File: src/design/tq_pkg.sv
package tq_pkg;

  // operation codes on the cmd input
  localparam logic CMD_ENQ = 1'b0;
  localparam logic CMD_DEQ = 1'b1;

  // result status codes
  localparam logic [1:0] ST_OK    = 2'd0;
  localparam logic [1:0] ST_EMPTY = 2'd1;
  localparam logic [1:0] ST_FULL  = 2'd2;

  // configuration register word indexes
  localparam logic REG_SORT_MODE = 1'b0;

  // controller states, one-hot
  typedef enum logic [3:0] {
    S_IDLE = 4'b0001,
    S_CMP  = 4'b0010,
    S_SCAN = 4'b0100,
    S_EXEC = 4'b1000
  } tq_state_t;

  // commands from controller to datapath
  typedef struct packed {
    logic load_req;
    logic pos_clear;
    logic pos_load_tail;
    logic pos_inc;
    logic cmp_load;
    logic exec;
  } ctrl_cmd_t;

  // status from datapath to controller
  typedef struct packed {
    logic full;
    logic scan_stop;
  } dp_status_t;

endpackage

File: src/design/tq_ctrl.sv
module tq_ctrl (
  input  logic               clk,
  input  logic               rst,
  input  logic               start,
  input  logic               cmd,
  input  logic               sort_mode,
  input  tq_pkg::dp_status_t stat,
  output tq_pkg::ctrl_cmd_t  ctl,
  output logic               busy
);
  import tq_pkg::*;

  tq_state_t state;
  tq_state_t state_next;

  // state register
  always_ff @(posedge clk) begin
    if (rst) begin
      state <= S_IDLE;
    end else begin
      state <= state_next;
    end
  end

  // next state and datapath commands
  always_comb begin
    state_next = state;
    ctl        = '0;
    case (state)
      S_IDLE: begin
        if (start) begin
          ctl.load_req = 1'b1;
          if (cmd == CMD_DEQ || stat.full) begin
            state_next = S_EXEC;
          end else if (!sort_mode) begin
            ctl.pos_load_tail = 1'b1;
            state_next        = S_EXEC;
          end else begin
            ctl.pos_clear = 1'b1;
            state_next    = S_CMP;
          end
        end
      end
      S_CMP: begin
        ctl.cmp_load = 1'b1;
        state_next   = S_SCAN;
      end
      S_SCAN: begin
        if (stat.scan_stop) begin
          state_next = S_EXEC;
        end else begin
          ctl.pos_inc = 1'b1;
        end
      end
      S_EXEC: begin
        ctl.exec   = 1'b1;
        state_next = S_IDLE;
      end
      default: begin
        state_next = S_IDLE;
      end
    endcase
  end

  assign busy = (state != S_IDLE);

endmodule

File: src/design/tq_dp.sv
module tq_dp #(
  parameter int QUEUE_DEPTH = 16,
  parameter int ID_BITS     = 8
) (
  input  logic               clk,
  input  logic               rst,
  input  tq_pkg::ctrl_cmd_t  ctl,
  input  logic               cmd,
  input  logic [7:0]         thread_id,
  input  logic [63:0]        run_time,
  output tq_pkg::dp_status_t stat,
  output logic               done,
  output logic [1:0]         status,
  output logic [7:0]         out_thread_id,
  output logic [63:0]        out_run_time,
  output logic               now_empty
);
  import tq_pkg::*;

  localparam int CNT_W = $clog2(QUEUE_DEPTH + 1);
  localparam int IDX_W = $clog2(QUEUE_DEPTH);

  // latched request
  logic               req_cmd;
  logic [ID_BITS-1:0] req_id;
  logic [63:0]        req_time;

  // slot cells, head at index 0
  logic [ID_BITS-1:0] slot_id   [QUEUE_DEPTH];
  logic [63:0]        slot_time [QUEUE_DEPTH];

  logic [QUEUE_DEPTH-1:0] gt_flag;
  logic [CNT_W-1:0]       fill;
  logic [CNT_W-1:0]       pos;
  logic                   full;
  logic                   empty;

  assign full  = (fill == CNT_W'(QUEUE_DEPTH));
  assign empty = (fill == '0);

  // scan ends at the tail or at the first slot not below the new time
  assign stat.full      = full;
  assign stat.scan_stop = (pos == fill) || !gt_flag[pos[IDX_W-1:0]];

  // request latch, insert position and per-cell compare flags
  always_ff @(posedge clk) begin
    if (ctl.load_req) begin
      req_cmd  <= cmd;
      req_id   <= ID_BITS'(thread_id);
      req_time <= run_time;
    end
    if (ctl.pos_clear) begin
      pos <= '0;
    end else if (ctl.pos_load_tail) begin
      pos <= fill;
    end else if (ctl.pos_inc) begin
      pos <= pos + CNT_W'(1);
    end
    if (ctl.cmp_load) begin
      for (int i = 0; i < QUEUE_DEPTH; i++) begin
        gt_flag[i] <= (req_time > slot_time[i]);
      end
    end
  end

  // slot cells: shift toward head on removal, open a gap on insert
  always_ff @(posedge clk) begin
    if (ctl.exec) begin
      if (req_cmd == CMD_DEQ) begin
        if (!empty) begin
          for (int i = 0; i < QUEUE_DEPTH - 1; i++) begin
            slot_id[i]   <= slot_id[i+1];
            slot_time[i] <= slot_time[i+1];
          end
        end
      end else if (!full) begin
        for (int i = 1; i < QUEUE_DEPTH; i++) begin
          if (CNT_W'(i) > pos) begin
            slot_id[i]   <= slot_id[i-1];
            slot_time[i] <= slot_time[i-1];
          end
        end
        slot_id[pos[IDX_W-1:0]]   <= req_id;
        slot_time[pos[IDX_W-1:0]] <= req_time;
      end
    end
  end

  // fill count and result strobe
  always_ff @(posedge clk) begin
    if (rst) begin
      fill <= '0;
      done <= 1'b0;
    end else begin
      done <= ctl.exec;
      if (ctl.exec) begin
        if (req_cmd == CMD_DEQ) begin
          if (!empty) begin
            fill <= fill - CNT_W'(1);
          end
        end else if (!full) begin
          fill <= fill + CNT_W'(1);
        end
      end
    end
  end

  // result fields
  always_ff @(posedge clk) begin
    if (ctl.exec) begin
      if (req_cmd == CMD_DEQ && !empty) begin
        out_thread_id <= 8'(slot_id[0]);
        out_run_time  <= slot_time[0];
      end else begin
        out_thread_id <= '0;
        out_run_time  <= '0;
      end
      if (req_cmd == CMD_DEQ) begin
        if (empty) begin
          status    <= ST_EMPTY;
          now_empty <= 1'b1;
        end else begin
          status    <= ST_OK;
          now_empty <= (fill == CNT_W'(1));
        end
      end else begin
        status    <= full ? ST_FULL : ST_OK;
        now_empty <= 1'b0;
      end
    end
  end

endmodule

File: src/design/thread_ready_queue.sv
// channel   | direction | signals                                  | handshake
// ----------+-----------+------------------------------------------+------------------------
// request   | in        | cmd, thread_id, run_time                 | start & !busy
// result    | out       | status, out_thread_id, out_run_time,     | done, one cycle
//           |           | now_empty                                |
// config    | in        | psel, penable, pwrite, paddr, pwdata,    | psel & penable & pwrite
//           |           | prdata, pready                           |
//
// dequeue, fifo enqueue and rejected enqueue: idle then exec state; the result strobe is
// registered at the same edge as the queue update.
// sorted enqueue: idle, compare, scan and exec states in order; the scan
// counter walks the registered per-slot compare flags one slot a cycle.
// rst is synchronous: queue empty, sort_mode 0, no result pending.
// done is never held off; the next request may start in the cycle done is high.
module thread_ready_queue #(
  parameter int QUEUE_DEPTH = 16,
  parameter int ID_BITS     = 8
) (
  input  logic        clk,
  input  logic        rst,
  input  logic        start,
  output logic        busy,
  input  logic        cmd,
  input  logic [7:0]  thread_id,
  input  logic [63:0] run_time,
  output logic        done,
  output logic [1:0]  status,
  output logic [7:0]  out_thread_id,
  output logic [63:0] out_run_time,
  output logic        now_empty,
  input  logic        psel,
  input  logic        penable,
  input  logic        pwrite,
  input  logic [2:0]  paddr,
  input  logic [31:0] pwdata,
  output logic [31:0] prdata,
  output logic        pready
);
  import tq_pkg::*;

  logic       sort_mode;
  ctrl_cmd_t  ctl;
  dp_status_t stat;

  // configuration register
  assign pready = 1'b1;

  always_ff @(posedge clk) begin
    if (rst) begin
      sort_mode <= 1'b0;
    end else if (psel && penable && pwrite && paddr[2] == REG_SORT_MODE) begin
      sort_mode <= pwdata[0];
    end
  end

  always_comb begin
    prdata = '0;
    if (paddr[2] == REG_SORT_MODE) begin
      prdata[0] = sort_mode;
    end
  end

  // controller
  tq_ctrl u_ctrl (
    .clk       (clk),
    .rst       (rst),
    .start     (start),
    .cmd       (cmd),
    .sort_mode (sort_mode),
    .stat      (stat),
    .ctl       (ctl),
    .busy      (busy)
  );

  // datapath
  tq_dp #(
    .QUEUE_DEPTH (QUEUE_DEPTH),
    .ID_BITS     (ID_BITS)
  ) u_dp (
    .clk           (clk),
    .rst           (rst),
    .ctl           (ctl),
    .cmd           (cmd),
    .thread_id     (thread_id),
    .run_time      (run_time),
    .stat          (stat),
    .done          (done),
    .status        (status),
    .out_thread_id (out_thread_id),
    .out_run_time  (out_run_time),
    .now_empty     (now_empty)
  );

  // a result is given only once the controller is back to idle
  a_done_idle: assert property (@(posedge clk) disable iff (rst)
    done |-> !busy)
    else $error("result strobe while busy");

  // an accepted request always occupies the controller next cycle
  a_accept_busy: assert property (@(posedge clk) disable iff (rst)
    (start && !busy) |=> busy)
    else $error("request accepted but controller idle");

  // rejected dequeue reports an empty queue and no entry
  a_empty_result: assert property (@(posedge clk) disable iff (rst)
    (done && status == ST_EMPTY) |-> (now_empty && out_thread_id == 8'd0))
    else $error("empty dequeue result malformed");

  // a full queue can never be reported empty
  a_full_result: assert property (@(posedge clk) disable iff (rst)
    (done && status == ST_FULL) |-> !now_empty)
    else $error("full enqueue result reports empty");

endmodule
File: config.mk
export PLATFORM = sky130hd
export DESIGN_NAME = thread_ready_queue
export DESIGN_NICKNAME = d
export VERILOG_FILES = /design/src/design/tq_pkg.sv /design/src/design/tq_ctrl.sv /design/src/design/tq_dp.sv /design/src/design/thread_ready_queue.sv
export SDC_FILE = /design/constraint.sdc
export NUM_CORES = 2
export LEC_CHECK = 0
export BUFFER_PORTS_ARGS = -buffer_cell sky130_fd_sc_hd__buf_2
export CAP_MARGIN = 20
export CORE_ASPECT_RATIO = 1.1
export CORE_MARGIN = 2
export CORE_UTILIZATION = 40
export DETAILED_ROUTE_END_ITERATION = 7
export PLACE_DENSITY = 0.63
export SYNTH_ARGS = -nofsm -noshare
export SYNTH_HDL_FRONTEND = slang
export SYNTH_SLANG_ARGS = --single-unit
File: constraint.sdc
create_clock -name clk -period 8.7 [get_ports clk]
set_clock_uncertainty 0.2 [all_clocks]
set_input_delay 1.74 -clock clk [delete_from_list [all_inputs] [get_ports clk]]
set_output_delay 1.74 -clock clk [all_outputs]
set_load 0.01 [all_outputs]
==> results.toml <==
[finish]
postLayoutCoreUtil_pct = 44.3
fill_cells = 20921
final_net_count = 10426
drive_gt1_share_pct = 7.23
area_growth_pct = 10.1

[yosys]
synth-async-reset-ratio_pct = 0
synth_area_um2 = 89200
synthFlopType = "edfxtp_1"
synth_edf_count = 1316
synth_cell_types = 68
synth-seq-cells = 1332
avgSynthCellArea_um2 = 9.62
synth_warnings = 0
ys_seq_area_share_pct = 44.6
netlist_instances = 9281

[min_path]
hp-class = "reg2reg"
min_path_cells = 1
hp-start = "u_dp.slot_time[0][10]"
whs_endpoint = "u_dp.out_run_time[10]"

[sta]
rsz0062_at_grt = "no"
max_freq_mhz = 190
worst-slew-pin-transition_ps = 1330
slew_viol_final = 0
layout_worst_path_cycle_share_pct = 60.5
hold_viol = 0
fin_crit_ps = 5260
tns_ps = 0
setup_viol = 0
holdWs_ps = 353
slew_headroom_pct = 10.6

[global_route]
antenna_found_initial = 4
grt_max_degree = 154
grtUsageTotal_pct = 23.6
grt_pass1_wl_um = 414000
grt_overflow = 0
grt_pass1_vias = 68782

[power]
power_density_nw_per_um2 = 164
power.switching_mw = 4.44
p_int_mw = 11.7
sequentialPowerShare_pct = 46.3
p_leak_nw = 43.1
total_power_mw = 16.1
p_sw_share_pct = 27.6
clkPwrFrac_pct = 40.6
ir_worst_vdd_uv = 139
combPwrFrac_pct = 13.1

[detailed_routing]
drt_iter0_drc = 6205
met1_length_um = 113000
routed_wl_um = 274000
drc = 0
dr.pass1.iters = 7
ant_nets = 0
vias = 69297
via_per_inst = 5.61
wire_per_inst_um = 22.2
wl_met3_um = 16800
routed.top_layer = "met4"
route.met2.wl_um = 128000

[setup_path]
rr_endpoint = "u_dp.slot_time[2][41]"
worst-path-max-fanout = 48
cp_cell_sequence = "inv_1, ha_1, nor4bb_1, or3_1, or4_4, nor2_8, or3_4, buf_4"
slowest_delay_ps = 810
worst-r2r-cell-count = 8
cpMaxStageDelayCell = "or4_4"
reg2reg_from = "u_dp.fill[0]"
critPathBufInv = 2
cp_top_family = "simple AND/OR/NAND/NOR gates"
start_kind = "flop"
critPathKind = "reg2reg"
rrSetupSlack_ps = 3440
crit_path_end_kind = "flop"
required_ps = 8950
worst_ep_arrival_time_ps = 5510

[cts]
post_cts_buffers = 0
cts-resized-gates = 0
cts_tree = "done"
cts_buffers = 158
clkTransAtPathRegs_ps = 60
clkLatencyLatePin_ps = 850
postCtsHoldBufs = 0
root_buffer = "clkbuf_16"
cts_htree_levels = 4
clockBufferDepth = 3
cts_sinks = 1332

[placed_design]
gp_congestion = 0.920
hpwlAfterDp_um = 196000
io_buffers = 158

[outcome]
status = "finished, final reports clean"

[die]
io_pins = 224
num_rows = 181
die_h_um = 499
die_w_um = 454
die_area_um2 = 227000
fp.coreArea_um2 = 221000
initial_core_util_pct = 40.3

[flow_run]
timing.max_cap.violations = 0
through the flow:
stage	instances	instance area [µm²]	worst slack (ps)
after floorplan	9311	89400	1450
after global placement	12040	93100	3490
after detailed placement	12045	93200	3340
after CTS	12337	98200	3320
after global routing	12342	98200	3290
final	12344	98200	3440
sequential cells by signal, summed over array words and instances, names as in the netlist, 2 cells and up:
signal,count
u_dp.out_run_time,64
u_dp.fill,5
u_dp.status,2
u_dp.req_time,64
u_dp.slot_id,128
u_dp.out_thread_id,8
u_ctrl.state,4
u_dp.pos,5
u_dp.gt_flag,16
u_dp.slot_time,1024
u_dp.req_id,8
worst max-delay path by stage:
| stage | startpoint | end | slack [ps] | cells after the start |
|---|---|---|---|---|
| floorplan | u_ctrl.state[2] | u_dp.slot_id[14][0] | 1450 | 4 |
| global placement | u_dp.fill[0] | u_dp.slot_time[2][42] | 3490 | 8 |
| detailed placement | u_dp.fill[0] | u_dp.slot_time[11][22] | 3340 | 8 |
| CTS | u_dp.fill[0] | u_dp.slot_time[11][22] | 3320 | 8 |
| global route | u_dp.fill[0] | u_dp.slot_time[2][41] | 3290 | 8 |
| finish | u_dp.fill[0] | u_dp.slot_time[2][41] | 3440 | 8 |
logic make-up after synthesis:
group | synth area share [%]
compound gates | 12.3
buf+inv | 6.82
xor+xnor | 0.128
simple gates | 12.2
fa+ha+maj | 14.5
mux | 9.44
other cells | 0.00842
flops | 44.6
power groups by stage:
stage / combinational (mW) / sequential, mW / clock [mW]
3_5_place_dp: 2.08 / 7.58 / 0
5_1_grt: 2.35 / 7.47 / 6.88
2_1_floorplan: 1.27 / 7.64 / 0
4_1_cts: 2.09 / 7.45 / 6.66
6_report: 2.11 / 7.46 / 6.54
3_3_place_gp: 1.99 / 7.58 / 0
layout by cell type, fill, tap and decap left out, types with 34 or more instances in the layout:
master     count
nand2_1     1395
edfxtp_1    1316
inv_1       1034
ha_1        1031
o21ai_0      855
mux2i_1      740
a21oi_1      711
nor2_1       524
nand4_1      169
buf_2        161
clkbuf_16    159
buf_4        156
a31oi_1      146
nand3_1      134
mux2_2        80
and2_1        75
o21ai_1       73
a21o_1        66
clkbuf_1      40
nor3_1        38
clkinv_1      38
nand2b_1      34
cell usage after synthesis (all sizes together) (29+ instances only):
cell type | n | area [µm²]
nand2 | 1413 | 5300
edfxtp | 1316 | 39500
inv | 1035 | 3880
ha | 1031 | 12900
o21ai | 930 | 4650
mux2i | 740 | 7410
a21oi | 711 | 3560
nor2 | 526 | 1990
clkbuf | 399 | 1500
nand4 | 169 | 1060
a31oi | 146 | 913
nand3 | 139 | 696
buf | 112 | 706
and2 | 84 | 526
mux2 | 80 | 901
a21o | 66 | 495
nor3 | 38 | 190
nand2b | 34 | 213
a221oi | 32 | 280
a211oi | 29 | 218
routing by layer:
layer / GRT usage [%] / vias up
met4: 13.3 / 0
met2: 38.9 / 2320
met1: 29.5 / 33542
met5: 0 / -
li1: - / 32926
met3: 3.55 / 509
final cells by class:
cell class | count | area (µm²) | area share, %
Clock buffer | 199 | 4130 | 4.20
Timing Repair Buffer | 321 | 2060 | 2.09
Antenna cell | 3 | 7.51 | 0.00764
Inverter | 1035 | 3890 | 3.96
Sequential cell | 1332 | 39800 | 40.6
Multi-Input combinational cell | 6433 | 43800 | 44.6
Clock inverter | 93 | 856 | 0.871
Tap cell | 2928 | 3660 | 3.73
Note: power is estimated with default switching activity, not from simulation.
